### src/hdl/hkpc_pkg.sv
`timescale 1ns / 1ps
// ============================================================================
// hkpc_pkg
// Shared types, constants and code tables for the host key to PC scan code
// translator.
// ============================================================================
package hkpc_pkg;

    localparam logic [15:0] VK_PAUSE   = 16'h0013;
    localparam logic [7:0]  PFX_EXT    = 8'he0;
    localparam logic [7:0]  PFX_BREAK  = 8'hf0;
    localparam logic [7:0]  S1_BREAK   = 8'h80;
    localparam logic [7:0]  DIRECT_MAX = 8'h58;

    localparam logic STATUS_OK    = 1'b0;
    localparam logic STATUS_UNSUP = 1'b1;

    localparam logic SET_1 = 1'b0;
    localparam logic SET_2 = 1'b1;

    localparam logic [3:0] PAUSE_LEN_S1 = 4'd6;
    localparam logic [3:0] PAUSE_LEN_S2 = 4'd8;

    // One classified key event, as handed from front to back.
    typedef struct packed {
        logic       pause;   // emit the fixed Pause sequence
        logic       set2;    // Pause variant select
        logic       empty;   // single result without a byte
        logic       status;
        logic [3:0] nbytes;  // result count, 1..8
        logic [7:0] b0;
        logic [7:0] b1;
        logic [7:0] b2;
    } t_desc;

    localparam logic [7:0] SET2_TAB [0:88] = '{
        8'h00, 8'h76, 8'h16, 8'h1e, 8'h26, 8'h25, 8'h2e, 8'h36,
        8'h3d, 8'h3e, 8'h46, 8'h45, 8'h4e, 8'h55, 8'h66, 8'h0d,
        8'h15, 8'h1d, 8'h24, 8'h2d, 8'h2c, 8'h35, 8'h3c, 8'h43,
        8'h44, 8'h4d, 8'h54, 8'h5b, 8'h5a, 8'h14, 8'h1c, 8'h1b,
        8'h23, 8'h2b, 8'h34, 8'h33, 8'h3b, 8'h42, 8'h4b, 8'h4c,
        8'h52, 8'h0e, 8'h12, 8'h5d, 8'h1a, 8'h22, 8'h21, 8'h2a,
        8'h32, 8'h31, 8'h3a, 8'h41, 8'h49, 8'h4a, 8'h59, 8'h7c,
        8'h11, 8'h29, 8'h58, 8'h05, 8'h06, 8'h04, 8'h0c, 8'h03,
        8'h0b, 8'h83, 8'h0a, 8'h01, 8'h09, 8'h77, 8'h7e, 8'h6c,
        8'h75, 8'h7d, 8'h7b, 8'h6b, 8'h73, 8'h74, 8'h79, 8'h69,
        8'h72, 8'h7a, 8'h70, 8'h71, 8'h00, 8'h00, 8'h00, 8'h78,
        8'h07
    };

    localparam logic [7:0] PAUSE_S1 [0:7] = '{
        8'he1, 8'h1d, 8'h45, 8'he1, 8'h9d, 8'hc5, 8'h00, 8'h00
    };
    localparam logic [7:0] PAUSE_S2 [0:7] = '{
        8'he1, 8'h14, 8'h77, 8'he1, 8'hf0, 8'h14, 8'hf0, 8'h77
    };

    // Set-1 to set-2 translation; zero marks no translation.
    function automatic logic [7:0] set2_code(input logic [7:0] code);
        logic [7:0] res;
        res = 8'h00;
        if (code <= DIRECT_MAX) begin
            res = SET2_TAB[code[6:0]];
        end
        return res;
    endfunction

    function automatic logic [7:0] pause_byte(input logic set2, input logic [2:0] idx);
        return set2 ? PAUSE_S2[idx] : PAUSE_S1[idx];
    endfunction

    // Lower-case ASCII to set-1 make code; zero marks a hole.
    function automatic logic [7:0] ascii_code(input logic [6:0] ch);
        logic [7:0] res;
        case (ch)
            7'h08: res = 8'h0e;
            7'h09: res = 8'h0f;
            7'h0d: res = 8'h1c;
            7'h1b: res = 8'h01;
            7'h20: res = 8'h39;
            7'h27: res = 8'h28;
            7'h2c: res = 8'h33;
            7'h2d: res = 8'h0c;
            7'h2e: res = 8'h34;
            7'h2f: res = 8'h35;
            7'h30: res = 8'h0b;
            7'h31: res = 8'h02;
            7'h32: res = 8'h03;
            7'h33: res = 8'h04;
            7'h34: res = 8'h05;
            7'h35: res = 8'h06;
            7'h36: res = 8'h07;
            7'h37: res = 8'h08;
            7'h38: res = 8'h09;
            7'h39: res = 8'h0a;
            7'h3b: res = 8'h27;
            7'h3d: res = 8'h0d;
            7'h5b: res = 8'h1a;
            7'h5c: res = 8'h2b;
            7'h5d: res = 8'h1b;
            7'h60: res = 8'h29;
            7'h61: res = 8'h1e;
            7'h62: res = 8'h30;
            7'h63: res = 8'h2e;
            7'h64: res = 8'h20;
            7'h65: res = 8'h12;
            7'h66: res = 8'h21;
            7'h67: res = 8'h22;
            7'h68: res = 8'h23;
            7'h69: res = 8'h17;
            7'h6a: res = 8'h24;
            7'h6b: res = 8'h25;
            7'h6c: res = 8'h26;
            7'h6d: res = 8'h32;
            7'h6e: res = 8'h31;
            7'h6f: res = 8'h18;
            7'h70: res = 8'h19;
            7'h71: res = 8'h10;
            7'h72: res = 8'h13;
            7'h73: res = 8'h1f;
            7'h74: res = 8'h14;
            7'h75: res = 8'h16;
            7'h76: res = 8'h2f;
            7'h77: res = 8'h11;
            7'h78: res = 8'h2d;
            7'h79: res = 8'h15;
            7'h7a: res = 8'h2c;
            default: res = 8'h00;
        endcase
        return res;
    endfunction

endpackage

### src/hdl/hkpc_front.sv
`timescale 1ns / 1ps
// ============================================================================
// hkpc_front
// Holds the scan set register and classifies each key event into a
// descriptor for the emitter.
// ============================================================================
module hkpc_front (
    input  logic                i_clk,
    input  logic                i_rst_n,
    input  logic                i_cfg_wr,
    input  logic                i_cfg_scan_set,
    input  logic [8:0]          i_host_code,
    input  logic [15:0]         i_virtual_key,
    input  logic                i_key_down,
    output hkpc_pkg::t_desc     o_desc
);

    logic       r_scan_set;
    logic       ext;
    logic [7:0] lo;
    logic [6:0] folded;
    logic [7:0] code;
    logic [7:0] s2;
    logic       unsup;

    always_ff @(posedge i_clk) begin
        if (!i_rst_n) begin
            r_scan_set <= hkpc_pkg::SET_2;
        end else if (i_cfg_wr) begin
            r_scan_set <= i_cfg_scan_set;
        end
    end

    assign ext = i_host_code[8];
    assign lo  = i_host_code[7:0];

    always_comb begin
        // fold upper-case letters onto lower case
        folded = i_virtual_key[6:0];
        if (i_virtual_key[6:0] >= 7'h41 && i_virtual_key[6:0] <= 7'h5a) begin
            folded = i_virtual_key[6:0] + 7'h20;
        end

        unsup = 1'b0;
        if (lo != 8'h00 && lo <= hkpc_pkg::DIRECT_MAX) begin
            code = lo;
        end else begin
            code = hkpc_pkg::ascii_code(folded);
            if (i_virtual_key[15:7] != 9'd0 || code == 8'h00) begin
                unsup = 1'b1;
            end
        end
        s2 = hkpc_pkg::set2_code(code);

        o_desc        = '0;
        o_desc.set2   = r_scan_set;
        o_desc.nbytes = 4'd1;

        if (i_virtual_key == hkpc_pkg::VK_PAUSE) begin
            if (!i_key_down) begin
                o_desc.empty  = 1'b1;
                o_desc.status = hkpc_pkg::STATUS_OK;
            end else begin
                o_desc.pause  = 1'b1;
                o_desc.nbytes = (r_scan_set == hkpc_pkg::SET_2) ?
                                hkpc_pkg::PAUSE_LEN_S2 : hkpc_pkg::PAUSE_LEN_S1;
            end
        end else if (unsup || (r_scan_set == hkpc_pkg::SET_2 && s2 == 8'h00)) begin
            o_desc.empty  = 1'b1;
            o_desc.status = hkpc_pkg::STATUS_UNSUP;
        end else if (r_scan_set == hkpc_pkg::SET_1) begin
            if (ext) begin
                o_desc.b0     = hkpc_pkg::PFX_EXT;
                o_desc.b1     = i_key_down ? code : (code | hkpc_pkg::S1_BREAK);
                o_desc.nbytes = 4'd2;
            end else begin
                o_desc.b0     = i_key_down ? code : (code | hkpc_pkg::S1_BREAK);
            end
        end else begin
            case ({ext, i_key_down})
                2'b11: begin
                    o_desc.b0     = hkpc_pkg::PFX_EXT;
                    o_desc.b1     = s2;
                    o_desc.nbytes = 4'd2;
                end
                2'b10: begin
                    o_desc.b0     = hkpc_pkg::PFX_EXT;
                    o_desc.b1     = hkpc_pkg::PFX_BREAK;
                    o_desc.b2     = s2;
                    o_desc.nbytes = 4'd3;
                end
                2'b00: begin
                    o_desc.b0     = hkpc_pkg::PFX_BREAK;
                    o_desc.b1     = s2;
                    o_desc.nbytes = 4'd2;
                end
                default: begin
                    o_desc.b0     = s2;
                end
            endcase
        end
    end

endmodule

### src/hdl/hkpc_queue.sv
`timescale 1ns / 1ps
// ============================================================================
// hkpc_queue
// Two-entry descriptor queue between classifier and emitter.
// ============================================================================
module hkpc_queue (
    input  logic                i_clk,
    input  logic                i_rst_n,
    input  logic                i_push,
    input  hkpc_pkg::t_desc     i_desc,
    input  logic                i_pop,
    output logic                o_full,
    output logic                o_valid,
    output hkpc_pkg::t_desc     o_desc,
    output logic [1:0]          o_count
);

    hkpc_pkg::t_desc r_mem [0:1];
    logic            r_wr_ptr;
    logic            r_rd_ptr;
    logic [1:0]      r_count;
    logic [1:0]      n_count;

    always_comb begin
        n_count = r_count;
        case ({i_push, i_pop})
            2'b10:   n_count = r_count + 2'd1;
            2'b01:   n_count = r_count - 2'd1;
            default: n_count = r_count;
        endcase
    end

    always_ff @(posedge i_clk) begin
        if (!i_rst_n) begin
            r_wr_ptr <= 1'b0;
            r_rd_ptr <= 1'b0;
            r_count  <= 2'd0;
        end else begin
            if (i_push) begin
                r_wr_ptr <= ~r_wr_ptr;
            end
            if (i_pop) begin
                r_rd_ptr <= ~r_rd_ptr;
            end
            r_count <= n_count;
        end
    end

    always_ff @(posedge i_clk) begin
        if (i_push) begin
            r_mem[r_wr_ptr] <= i_desc;
        end
    end

    assign o_full  = (r_count == 2'd2);
    assign o_valid = (r_count != 2'd0);
    assign o_desc  = r_mem[r_rd_ptr];
    assign o_count = r_count;

endmodule

### src/hdl/hkpc_back.sv
`timescale 1ns / 1ps
// ============================================================================
// hkpc_back
// Emitter: walks the head descriptor one byte per cycle into the result
// registers.
// ============================================================================
module hkpc_back (
    input  logic                i_clk,
    input  logic                i_rst_n,
    input  logic                i_valid,
    input  hkpc_pkg::t_desc     i_desc,
    output logic                o_pop,
    output logic                o_strobe,
    output logic [7:0]          o_code_byte,
    output logic                o_byte_valid,
    output logic                o_status,
    output logic                o_last
);

    logic [2:0] r_idx;
    logic       r_strobe;
    logic [7:0] r_code_byte;
    logic       r_byte_valid;
    logic       r_status;
    logic       r_last;
    logic       last_now;
    logic [7:0] byte_now;

    assign last_now = ({1'b0, r_idx} == (i_desc.nbytes - 4'd1));
    assign o_pop    = i_valid && last_now;

    always_comb begin
        if (i_desc.empty) begin
            byte_now = 8'h00;
        end else if (i_desc.pause) begin
            byte_now = hkpc_pkg::pause_byte(i_desc.set2, r_idx);
        end else begin
            case (r_idx[1:0])
                2'd0:    byte_now = i_desc.b0;
                2'd1:    byte_now = i_desc.b1;
                default: byte_now = i_desc.b2;
            endcase
        end
    end

    always_ff @(posedge i_clk) begin
        if (!i_rst_n) begin
            r_idx    <= 3'd0;
            r_strobe <= 1'b0;
        end else begin
            r_strobe <= i_valid;
            // advance within the event, restart at its final beat
            if (i_valid) begin
                r_idx <= last_now ? 3'd0 : r_idx + 3'd1;
            end
        end
    end

    always_ff @(posedge i_clk) begin
        r_code_byte  <= byte_now;
        r_byte_valid <= ~i_desc.empty;
        r_status     <= i_desc.status;
        r_last       <= last_now;
    end

    assign o_strobe     = r_strobe;
    assign o_code_byte  = r_code_byte;
    assign o_byte_valid = r_byte_valid;
    assign o_status     = r_status;
    assign o_last       = r_last;

endmodule

### src/hdl/host_key_to_pc_scan_code_core.sv
`timescale 1ns / 1ps
// ============================================================================
// host_key_to_pc_scan_code_core
// Translates host key events into PC keyboard scan code byte sequences.
// ============================================================================
// An event is taken when start is high and busy is low. Each event gives one
// to eight result beats, one per clock on o_strobe, and o_last marks its final
// beat. With the emitter idle, a taken event is first written into the queue
// and then into the emitter's result registers before its first beat is on the
// ports. While earlier events are still being sent it waits for them. The
// emitter puts out one byte per cycle; an event has one beat for a plain set 1
// make and up to eight for Pause in set 2. A two-entry queue sits in front of
// the emitter, so the next events are taken while one is still being sent.
// busy rises only when both entries are occupied. Results cannot be held off:
// sample every beat on o_strobe. Write scan_set only while idle.
// ============================================================================
module host_key_to_pc_scan_code_core (
    input  logic        i_clk,
    input  logic        i_rst_n,
    input  logic        i_cfg_valid,
    output logic        o_cfg_ready,
    input  logic        i_cfg_scan_set,
    input  logic        start,
    output logic        busy,
    input  logic [8:0]  i_host_code,
    input  logic [15:0] i_virtual_key,
    input  logic        i_key_down,
    output logic        o_strobe,
    output logic [7:0]  o_code_byte,
    output logic        o_byte_valid,
    output logic        o_status,
    output logic        o_last
);

    hkpc_pkg::t_desc front_desc;
    hkpc_pkg::t_desc head_desc;
    logic            push;
    logic            pop;
    logic            full;
    logic            head_valid;
    logic [1:0]      q_count;

    assign o_cfg_ready = 1'b1;
    assign busy        = full;
    assign push        = start && !full;

    hkpc_front u_front (
        .i_clk          (i_clk),
        .i_rst_n        (i_rst_n),
        .i_cfg_wr       (i_cfg_valid && o_cfg_ready),
        .i_cfg_scan_set (i_cfg_scan_set),
        .i_host_code    (i_host_code),
        .i_virtual_key  (i_virtual_key),
        .i_key_down     (i_key_down),
        .o_desc         (front_desc)
    );

    hkpc_queue u_queue (
        .i_clk   (i_clk),
        .i_rst_n (i_rst_n),
        .i_push  (push),
        .i_desc  (front_desc),
        .i_pop   (pop),
        .o_full  (full),
        .o_valid (head_valid),
        .o_desc  (head_desc),
        .o_count (q_count)
    );

    hkpc_back u_back (
        .i_clk        (i_clk),
        .i_rst_n      (i_rst_n),
        .i_valid      (head_valid),
        .i_desc       (head_desc),
        .o_pop        (pop),
        .o_strobe     (o_strobe),
        .o_code_byte  (o_code_byte),
        .o_byte_valid (o_byte_valid),
        .o_status     (o_status),
        .o_last       (o_last)
    );

    // an event's beats come without gaps
    a_no_gap: assert property (@(posedge i_clk) disable iff (!i_rst_n)
        o_strobe && !o_last |=> o_strobe)
        else $error("result sequence broken before its final beat");

    a_empty_last: assert property (@(posedge i_clk) disable iff (!i_rst_n)
        o_strobe && !o_byte_valid |-> o_last && o_code_byte == 8'h00)
        else $error("empty result not a single final beat");

    a_unsup_empty: assert property (@(posedge i_clk) disable iff (!i_rst_n)
        o_strobe && o_status |-> !o_byte_valid)
        else $error("unsupported key produced a byte");

    a_queue_bound: assert property (@(posedge i_clk) disable iff (!i_rst_n)
        q_count != 2'd3)
        else $error("descriptor queue overflow");

endmodule

### config.mk
export PLATFORM = sky130hd
export DESIGN_NAME = host_key_to_pc_scan_code_core
export DESIGN_NICKNAME = d
export VERILOG_FILES = /design/src/hdl/hkpc_pkg.sv /design/src/hdl/hkpc_front.sv /design/src/hdl/hkpc_queue.sv /design/src/hdl/hkpc_back.sv /design/src/hdl/host_key_to_pc_scan_code_core.sv
export SDC_FILE = /design/constraint.sdc
export NUM_CORES = 1
export LEC_CHECK = 0
export ABC_CLOCK_PERIOD_IN_PS = 11160
export CORE_ASPECT_RATIO = 1.1
export CORE_MARGIN = 4
export CORE_UTILIZATION = 60
export CTS_CLUSTER_SIZE = 24
export DETAILED_ROUTE_END_ITERATION = 10
export DONT_BUFFER_PORTS = 1
export PLACE_DENSITY = 0.76
export SETUP_SLACK_MARGIN = 0.3
export SYNTH_ARGS = -nofsm -noshare
export SYNTH_HDL_FRONTEND = slang
export SYNTH_SLANG_ARGS = --single-unit
### constraint.sdc
create_clock -name i_clk -period 11.16 [get_ports i_clk]
set_clock_uncertainty 0.1 [all_clocks]
set_input_delay 1.674 -clock i_clk [delete_from_list [all_inputs] [get_ports i_clk]]
set_output_delay 1.674 -clock i_clk [all_outputs]
set_load 0.03 [all_outputs]
* Yosys cells after proc, flatten, opt, wreduce, memory -nomap -nowiden *
Memory sizes are Yosys's and may differ from the RTL's. A register that Yosys moved wholly into a read port is not among the register bits.
Cells that the tools add are included.

storage, ports and cells
  register bits after elaboration = 20
  memory bits (writable) = 64
  bits in read-only memories = 1,920
  bits of input ports = 31
  output and inout bits = 14
  word-level logic and storage cells = 97
  memories = 5

operators by class
  add/sub/neg operators = 5
  $lt $le $gt $ge = 6
  eq/ne operators = 8
  muxes and demuxes = 40
  bitwise operators = 5
  reductions and logical operators = 18

memories
  name              words  width  rd ports  clocked after memory_dff  wr ports  line              source
  (name not given)  128    8      1         0                         0         hkpc_pkg.sv:63    res = SET2_TAB[code[6:0]];
  (name not given)  128    6      1         0                         0         hkpc_pkg.sv:75    case (ch)
  (name not given)  8      8      1         0                         0         hkpc_pkg.sv:69    return set2 ? PAUSE_S2[idx] : PAUSE_S1[idx];
  (name not given)  8      8      1         0                         0         hkpc_pkg.sv:69
  u_queue.r_mem     2      32     1         1                         1         hkpc_queue.sv:18  hkpc_pkg::t_desc r_mem [0:1];

operators by type and width
  cell                                                             count
  two-way mux 8 bit                                                16
  case mux 8 bit (2 select lines)                                  3
  two-way mux 28 bit                                               1
  two-way mux 24 bit                                               1
  two-way mux 20 bit                                               1
  equality test 16 x 5 -> 1 bit (second input constant)            1
  less-or-equal comparator 8 x 7 -> 1 bit (second input constant)  2
  logical NOT 8 bit                                                2
  nonzero test 9 bit                                               1
  equality test 2 bit (second input constant)                      4
  greater-or-equal comparator 8 bit (second input constant)        1
  two-way mux 1 bit                                                8
  two-way mux 4 bit                                                2
  NOT 7 -> 8 bit                                                   1
  case mux 2 bit (2 select lines)                                  2
  nonzero test 8 bit                                               1
  adder 7 x 6 -> 7 bit (second input constant)                     1
  greater-or-equal comparator 7 bit (second input constant)        1
  less-or-equal comparator 7 bit (second input constant)           1
  two-way mux 7 bit                                                1
  two-way mux 2 bit                                                3
  two-way mux 6 bit                                                1
  logical AND 1 bit                                                5
  equality test 2 x 1 -> 1 bit (second input constant)             2
  14 further kinds                                                 20

* Logic depth before layout (Yosys ltp) *
Gate-level depths: netlist of run 1.
An unclocked memory read counts as a cell.

  word-level depth = 16
  gate-level depth with buffers = 22
  mapped depth without buffers = 18

* Modules after synthesis *
Synthesis of run 1 repeated with hierarchy kept, for this count alone.

second synthesis, totals
  cell total of the unflattened synthesis = 719
  area, all modules = 6,846.6 um2

by module, submodules not included
  module                         instances  cells each  area an instance (um2)  seq. area each (um2)
  hkpc_front                     1          491         3,385.7                 20.0
  hkpc_queue                     1          122         2,527.4                 2,021.9
  hkpc_back                      1          103         908.4                   300.3
  host_key_to_pc_scan_code_core  1          3           25.0                    0.0

* Worst setup path before layout of run 1 *
Ideal clock, no wire load.

  path kind = input-to-reg
  start point = input i_virtual_key[5]
  end point = memory u_queue.r_mem[0][24] in the netlist's numbering (data pin)
  setup time = 0.273 ns
  data arrival time = 5.981 ns
  data required time = 10.787 ns
  path slack = 4.806 ns
  stages = 21
  path buffers = 4
  path through = buf_6 > clkbuf_1 > inv_1 > clkbuf_1 > ha_1 > o2111a_1 > o22a_1 > a21oi_2 > mux2_2 > a211oi_2 > or2_1 > buf_4 > inv_2 > ha_1 > o311ai_0 > o31ai_1 > a221o_1 > a31o_1 > nor3b_4 > a41oi_4 > a21oi_1

RTL lines
  what         line                                 source
  from (decl)  host_key_to_pc_scan_code_core.sv:26  input logic [15:0] i_virtual_key,
  to (decl)    hkpc_queue.sv:18

==> results.txt, run 1 <==
----------------------------------------------------
[Critical path]
  Critical path data arrival time ... 6.48 ns
  Largest fanout of any net on the critical path ... 28
  Most frequent cell on the critical path ... sky130_fd_sc_hd__ha_1
  Path type of the worst setup path ... in2reg
  Cells traversed along the worst timing path ... inv_1 -> ha_1 -> o2111a_1 -> o22a_1 -> a21oi_2 -> mux2_2 -> a211oi_2 -> or2_1 -> ha_1 -> or3_4 -> o211ai_1 -> o21ai_1 -> nor4_4 -> nor3b_4 -> a41oi_4 -> a21oi_1
  Minimum setup slack among reg-to-reg paths ... 8.20 ns
  Reg-to-reg endpoint ... u_queue.o_count[1]
  CP Data Required Time ... 11.12 ns
  Kind of capture point of the worst setup path ... flop
  Worst Reg-to-Reg Cells ... 8
  Worst-path cell with the longest stage delay ... sky130_fd_sc_hd__ha_1
  CP Launch Type ... input pin
  Delay of the slowest critical-path stage ... 0.48 ns

[Power]
  Power share of the clock group ... 26.0%
  Worst ir drop on vdd ... ~0.00021 V
  Combinational power share ... 37.5%
  Internal power ... 0.000758 W
  Lkg Pwr ... 2.52 nW
  Switching Power ... 0.000459 W
  Cell area power density ... 170 mW/mm2
  Switching share of total power ... 37.7%
  Flop pwr share ... 36.5%

[CTS]
  Total number of H-tree levels ... 3
  Postcts setup bufs ... 0
  Number of hold buffers added after CTS ... 0
  CTS sink cnt ... 85
  Clock tree from TritonCTS ... done
  Clock latency on the worst-skew pair ... 0.34 ns
  Resized cells post-CTS ... 0
  Clock-pin slew on the worst setup and hold paths ... approximately 0.060 ns
  Number of buffers on the longest clock path ... 2
  Number of buffers inserted during clock tree synthesis ... 9
  Cell chosen for the clock root ... sky130_fd_sc_hd__clkbuf_16

[Cells and area]
  Final net count ... 775
  Cell area after layout ... 0.00715 mm2
  Layout cells sized above 1 ... about a tenth
  Non-Filler Instances ... 865
  Commonest cells after routing, fill and taps aside ... 64 x sky130_fd_sc_hd__edfxtp_1, 55 x sky130_fd_sc_hd__nor2_1, 49 x sky130_fd_sc_hd__a21oi_1, 47 x sky130_fd_sc_hd__nand2_1, 37 x sky130_fd_sc_hd__o21ai_0
  Commonest non-fill, non-tap cell in the layout ... sky130_fd_sc_hd__edfxtp_1
  Count of inserted antenna diode cells ... 0
  Area added between synthesis and finish ... 3.67%

[Global route]
  Leftover overflow at the end of global routing ... 0
  Wire length of the first global-routing pass ... 29500 um
  All-Layer GR Usage ... between 20 and 30%
  Maximum number of pins on one net before global-route repair ... 41
  Antenna violations before repair ... 0
  Vias in the first global route ... 5772

[STA]
  Slew of the pin with the lowest slew margin ... ~1.0 ns
  Final-report setup violation count ... 0
  Tmin final ... about 6.5 ns
  Max Clk Rate ... 153 MHz
  Ratio of final minimum period to clock period ... 58.4%
  Setup repair after global routing missed its margin ... no
  Final Max Slew Viols ... 0
  Setup total negative slack ... 0 ns
  Hold violation count in the final report ... 0
  Relative max-transition margin ... between 30 and 40%

[Placed design]
  Detail Placement HPWL ... 13300 um
  Standard cell area after detailed placement ... between 0.006 and 0.007 mm2
  Number of cells in the design after placement ... 849
  Port Buffer Count ... 0
  Gp weighted congestion ... 1.01

[Detailed routing]
  WL final ... approximately 19000 um
  Routed wirelength normalized by instance count ... about 22 um
  Count of unresolved DRC violations after routing ... 0
  Via count normalized by instance count ... between 7 and 8
  Initial DRT Pass Iterations ... 5
  DRC marker count from the first detailed-route iteration ... 743
  Remaining antenna violation count ... 0
  Number of vias in the routed layout ... 6215

[Outcome]
  Result of the run ... completed

[Synth]
  Warnings from Yosys ... 0
  Share of the yosys chip area belonging to registers ... 34.0%
  Proportion of register bits with asynchronous set or reset after synthesis ... 0%
  Synth Instances ... 748
  Mapped Area ... 0.00689 mm2
  Count of flip-flops with a built-in enable after synthesis ... 64
  Count of unique library cells instantiated by Yosys ... 100
  Nets in the synthesized netlist ... 810
  Flip-flop cell with the highest count after synthesis ... sky130_fd_sc_hd__edfxtp_1
  FF+latch count, synth ... between 80 and 90
  Post-Syn Area per Cell ... 9.22 um2

[Floorplanning]
  Die span in y ... 120 um
  Chip Width ... between 100 and 150 um
  Area of the die ... 0.0133 mm2
  FP Rows ... 40
  Core ar. ... between 0.01 and 0.015 mm2
  I/O pin cnt ... 45
  Starting utilization of the core area ... about 62%

[Worst hold path]
  Hold Crit Start ... u_queue.r_mem[1][28]
  Worst hold stages ... 1
  Sink of the worst hold path ... u_back.o_status
  Hold WC Path Type ... reg2reg

[Flow run]
  Max Cap Violations ... 0

----------------------------------------------------
==> worst max-delay path by stage <==
stage                           from                    to  depth (start not counted)
floorplan           i_virtual_key[5]  u_queue.r_mem[0][24]                         21
global placement    i_virtual_key[1]  u_queue.r_mem[0][24]                         18
detailed placement  i_virtual_key[5]  u_queue.r_mem[1][24]                         16
CTS                 i_virtual_key[5]  u_queue.r_mem[1][24]                         16
global route        i_virtual_key[5]  u_queue.r_mem[1][24]                         17
finish              i_virtual_key[5]  u_queue.r_mem[1][24]                         16
==> layer usage <==
| metal | GRT usage (%) | part of all wire (%) |
|---|---|---|
| met5 | 0 | 0 |
| met4 | 13.2 | 3.2 |
| met3 | 4.59 | 7.8 |
| met2 | 43.9 | 47 |
| met1 | 37.3 | 42 |
==> worst max-delay path: cells and delay by family <==
kind,cells,cell delay (ns)
buffers and inverters,1,0.14
adder cells (fa/ha/maj),2,0.79
AND/OR/NAND/NOR,4,1.48
multiplexers,1,0.41
AO/OA/AOI/OAI,8,1.95
==> area by class of cell <==
cell class	instances	area, um2
flip-flops and latches	85	2340
repair buffers	7	52.6
inverters	24	90.1
well taps	147	184
clock inverters	7	97.6
multi-input cells	586	4150
clock buffers	9	225
fillers	871	3920
==> stage by stage <==
stage | utilization [%] | hold WS, ns | total power, W | setup slack, ns
2_1_floorplan | - | 0.324 | 0.000805 | 4.81
3_3_place_gp | 61.7 | 0.388 | 0.000885 | 4.48
6_report | 64.6 | 0.444 | 0.00122 | 4.64
3_5_place_dp | 61.7 | 0.422 | 0.000894 | 4.42
5_1_grt | 64.6 | 0.450 | 0.00128 | 4.45
4_1_cts | 64.6 | 0.449 | 0.00121 | 4.73
==> power groups by stage <==
stage          sequential (W)  clock (W)  combinational [W]
3_5_place_dp         0.000451          0           0.000443
2_1_floorplan        0.000444          0           0.000361
3_3_place_gp         0.000449          0           0.000436
6_report             0.000444   0.000316           0.000456
5_1_grt              0.000450   0.000333           0.000492
4_1_cts              0.000445   0.000318           0.000447
==> sequential cells by signal (all words and copies together) (netlist names), named ones only <==
| register | count |
|---|---|
| u_back.o_byte_valid | 1 |
| u_back.o_code_byte | 8 |
| u_back.o_last | 1 |
| u_back.o_status | 1 |
| u_back.o_strobe | 1 |
| u_back.r_idx | 3 |
| u_front.r_scan_set | 1 |
| u_queue.o_count | 2 |
| u_queue.r_mem | 64 |
| u_queue.r_rd_ptr | 1 |
| u_queue.r_wr_ptr | 1 |
==> cells by family after synthesis <==
kind of cell             share of synthesized area (%)
AO/OA/AOI/OAI                                     30.7
multiplexers                                      4.28
flip-flops                                        34.0
AND/OR/NAND/NOR                                   18.6
XOR/XNOR                                         0.889
buffers and inverters                             5.79
adder cells (fa/ha/maj)                           5.63
other                                           0.0544
==> cells in the mapped netlist, types with 11 or more instances <==
| master | number | area, um2 |
|---|---|---|
| sky130_fd_sc_hd__edfxtp_1 | 64 | 1920 |
| sky130_fd_sc_hd__nand2_1 | 47 | 176 |
| sky130_fd_sc_hd__o21ai_0 | 37 | 185 |
| sky130_fd_sc_hd__nor2_1 | 56 | 210 |
| sky130_fd_sc_hd__and2_1 | 15 | 93.8 |
| sky130_fd_sc_hd__ha_1 | 31 | 388 |
| sky130_fd_sc_hd__nand3_1 | 12 | 60.1 |
| sky130_fd_sc_hd__a22oi_1 | 13 | 97.6 |
| sky130_fd_sc_hd__nor3_1 | 19 | 95.1 |
| sky130_fd_sc_hd__nor2b_1 | 11 | 68.8 |
| sky130_fd_sc_hd__a21oi_1 | 49 | 245 |
| sky130_fd_sc_hd__and3_1 | 13 | 81.3 |
| sky130_fd_sc_hd__o221ai_1 | 13 | 114 |
| sky130_fd_sc_hd__dfxtp_1 | 21 | 420 |
| sky130_fd_sc_hd__nand2b_1 | 17 | 106 |
| sky130_fd_sc_hd__inv_1 | 22 | 82.6 |
| sky130_fd_sc_hd__a211oi_1 | 23 | 173 |
| sky130_fd_sc_hd__clkbuf_1 | 26 | 97.6 |
| sky130_fd_sc_hd__mux2i_1 | 13 | 130 |
Power figures use the tool's default switching activity.
==> inputs of run 2 (changes only) <==
--- a/config.mk
+++ b/config.mk
@@ -5,7 +5,7 @@
 export SDC_FILE = /design/constraint.sdc
 export NUM_CORES = 1
 export LEC_CHECK = 0
-export ABC_CLOCK_PERIOD_IN_PS = 11160
+export ABC_CLOCK_PERIOD_IN_PS = 6400
 export CORE_ASPECT_RATIO = 1.1
 export CORE_MARGIN = 4
 export CORE_UTILIZATION = 60
==> constraint.sdc (replaced) <==
create_clock -name i_clk -period 6.4 [get_ports i_clk]
set_clock_uncertainty 0.1 [all_clocks]
set_input_delay 0.96 -clock i_clk [delete_from_list [all_inputs] [get_ports i_clk]]
set_output_delay 0.96 -clock i_clk [all_outputs]
set_load 0.03 [all_outputs]
==> run 2 against run 1 <==
Net effect:
- clock power increased by 69%
- sequential power is 75% higher
- combinational power rose by 78%
- critical endpoint unchanged
- highest routed layer unchanged
==> results.txt, run 2 (synthesis gave the netlist of run 1 again) <==
----------------------------------------------------
[Cells and area]
  Layout cells sized above 1 ... 10.7%
  Filler Cells Inserted ... around 870
  Final net count ... 780
  Area added between synthesis and finish ... 4.14%
  Most flop-heavy register ... u_queue.r_mem
  Count of inserted antenna diode cells ... 0
  Commonest cells after routing, fill and taps aside ... 64 x sky130_fd_sc_hd__edfxtp_1, 55 x sky130_fd_sc_hd__nor2_1, 49 x sky130_fd_sc_hd__a21oi_1, 47 x sky130_fd_sc_hd__nand2_1, 37 x sky130_fd_sc_hd__o21ai_0
  Max FFs per register ... between 60 and 70
  Commonest non-fill, non-tap cell in the layout ... sky130_fd_sc_hd__edfxtp_1
  Storage cell area ... 0.00234 mm2
  Multi-input logic area ... 0.00416 mm2

[STA]
  Final-report setup violation count ... 0
  Setup total negative slack ... 0 ns
  Hold violation count in the final report ... 0
  Max Clk Rate ... around 180 MHz
  Ratio of final minimum period to clock period ... between 80% and 90%
  Setup repair after global routing missed its margin ... no
  Tmin final ... 5.65 ns
  Worst path setup slack after routing ... 0.748 ns
  Final Max Slew Viols ... 0
  Relative max-transition margin ... between 20% and 30%
  Slew of the pin with the lowest slew margin ... about 1.1 ns

[Floorplanning]
  Die span in y ... between 100 and 150 um
  Chip Width ... 110 um
  I/O pin cnt ... 45
  Starting utilization of the core area ... a little over 60%
  Area of the die ... 0.0133 mm2
  Core ar. ... 0.0111 mm2
  FP Rows ... 40

[Placed design]
  Gp weighted congestion ... 1.00
  Detail Placement HPWL ... between 10000 and 15000 um
  Worst slack, placed ... roughly 0.29 ns
  Port Buffer Count ... 0

[Detailed routing]
  DRC marker count from the first detailed-route iteration ... between 800 and 900
  Number of vias in the routed layout ... 6289
  Routed wirelength normalized by instance count ... 21.8 um
  Count of unresolved DRC violations after routing ... 0
  Via count normalized by instance count ... 7.23
  Initial DRT Pass Iterations ... 8
  WL final ... 19000 um
  Remaining antenna violation count ... 0

[CTS]
  Total number of H-tree levels ... 3
  Clock-pin slew on the worst setup and hold paths ... 0.06 ns
  Number of buffers inserted during clock tree synthesis ... 9
  Number of hold buffers added after CTS ... 0
  Clock latency on the worst-skew pair ... between 0.3 and 0.4 ns
  CTS sink cnt ... 85
  Number of buffers on the longest clock path ... 2
  Clock tree from TritonCTS ... done
  Cell chosen for the clock root ... sky130_fd_sc_hd__clkbuf_16

[Critical path]
  Cells traversed along the worst timing path ... inv_1 -> ha_1 -> o2111a_1 -> o22a_1 -> a21oi_2 -> mux2_2 -> a211oi_2 -> or2_4 -> inv_2 -> ha_1 -> o311ai_0 -> o31ai_1 -> a221o_1 -> a31o_1 -> nor3b_4 -> a41oi_4 -> a21oi_1
  Worst Reg-to-Reg Cells ... 10
  Minimum setup slack among reg-to-reg paths ... 3.35 ns
  Critical path data arrival time ... 5.61 ns
  Cell type group with the largest total delay on the critical path ... compound AO/OA/AOI/OAI gates
  Most frequent cell on the critical path ... sky130_fd_sc_hd__ha_1
  WP depth ... 17
  Largest fanout of any net on the critical path ... 28
  Delay of the slowest critical-path stage ... 0.41 ns
  Kind of capture point of the worst setup path ... flop
  Number of buffer and inverter stages on the critical path ... 2
  CP Data Required Time ... roughly 6.4 ns
  Reg-to-reg endpoint ... u_queue.o_count[1]
  Path type of the worst setup path ... in2reg
  Worst-path cell with the longest stage delay ... sky130_fd_sc_hd__a21oi_2
  CP Launch Type ... input pin

[Worst hold path]
  Hold WC Path Type ... reg2reg
  Hold Crit Start ... u_queue.r_mem[1][28]
  Worst hold stages ... 1
  Sink of the worst hold path ... u_back.o_status

[Global route]
  Leftover overflow at the end of global routing ... 0
  Vias in the first global route ... between 5000 and 6000
  Antenna violations before repair ... 0
  Wire length of the first global-routing pass ... 29900 um
  Maximum number of pins on one net before global-route repair ... 41
  All-Layer GR Usage ... 28.2%

[Power]
  Lkg Pwr ... 2.55 nW
  Cell area power density ... between 200 and 300 mW/mm2
  Worst ir drop on vdd ... ~0.00027 V

[Outcome]
  Result of the run ... completed

[Flow run]
  Max Cap Violations ... 0

----------------------------------------------------
run 2: per-layer routing:
layer	track usage [%]	vias up	part of all wire [%]
li1	-	2870	-
met1	37.2	2950	40
met2	46.4	411	48
met3	4.75	58	8.8
met4	10.2	0	2.6
met5	0	-	0
run 2: worst max path at each step:
stage	startpoint	end	slack, ns
2_1_floorplan	i_virtual_key[5]	u_queue.r_mem[0][24]	0.76
3_5_place_dp	i_virtual_key[5]	u_queue.r_mem[0][24]	0.29
3_3_place_gp	i_virtual_key[5]	u_queue.r_mem[0][24]	0.45
4_1_cts	i_virtual_key[5]	u_queue.r_mem[1][24]	0.62
5_1_grt	i_virtual_key[5]	u_queue.r_mem[0][29]	0.50
6_report	i_virtual_key[5]	u_queue.r_mem[1][24]	0.75
run 2: worst register-to-register path: cells and delay by family (launching register included):
kind / cells / cell delay [ns]
compound gates: 2 / 0.47
fa+ha+maj: 2 / 0.50
simple gates: 2 / 0.56
mux: 1 / 0.37
flops: 1 / 0.33
xor+xnor: 2 / 0.33
buf+inv: 1 / 0.33
run 2: stage by stage:
stage	total power [W]	hold slack, ns	instance area (um2)	utilization, %	std cells
detailed placement	0.00157	0.373	6860	62.0	854
global placement	0.00155	0.367	6860	62.0	854
floorplan	0.00140	0.324	6890	-	748
finish	0.00212	0.378	7180	64.9	870
CTS	0.00211	0.384	7180	64.9	870
global route	0.00223	0.400	7180	64.9	870
run 2: power breakdown:
group	internal, W	switching, W	total (W)
logic	0.000301	0.000512	0.000813
registers	0.000686	0.0000903	0.000777
clock network	0.000339	0.000194	0.000533
run 2: area by class of cell:
class                           count  area share [%]
Inverter                           24            1.26
Multi-Input combinational cell    586            57.9
Clock buffer                        9            3.14
Clock inverter                      7            1.26
Timing Repair Buffer               12            1.26
Sequential cell                    85            32.6
Tap cell                          147            2.56
run 2: repair_timing:
| action | 4_1_cts | 5_1_grt |
|---|---|---|
| gates resized for setup | 0 | 1 |
| setup buffers | 0 | 0 |
| setup endpoints to repair | 0 | 14 |
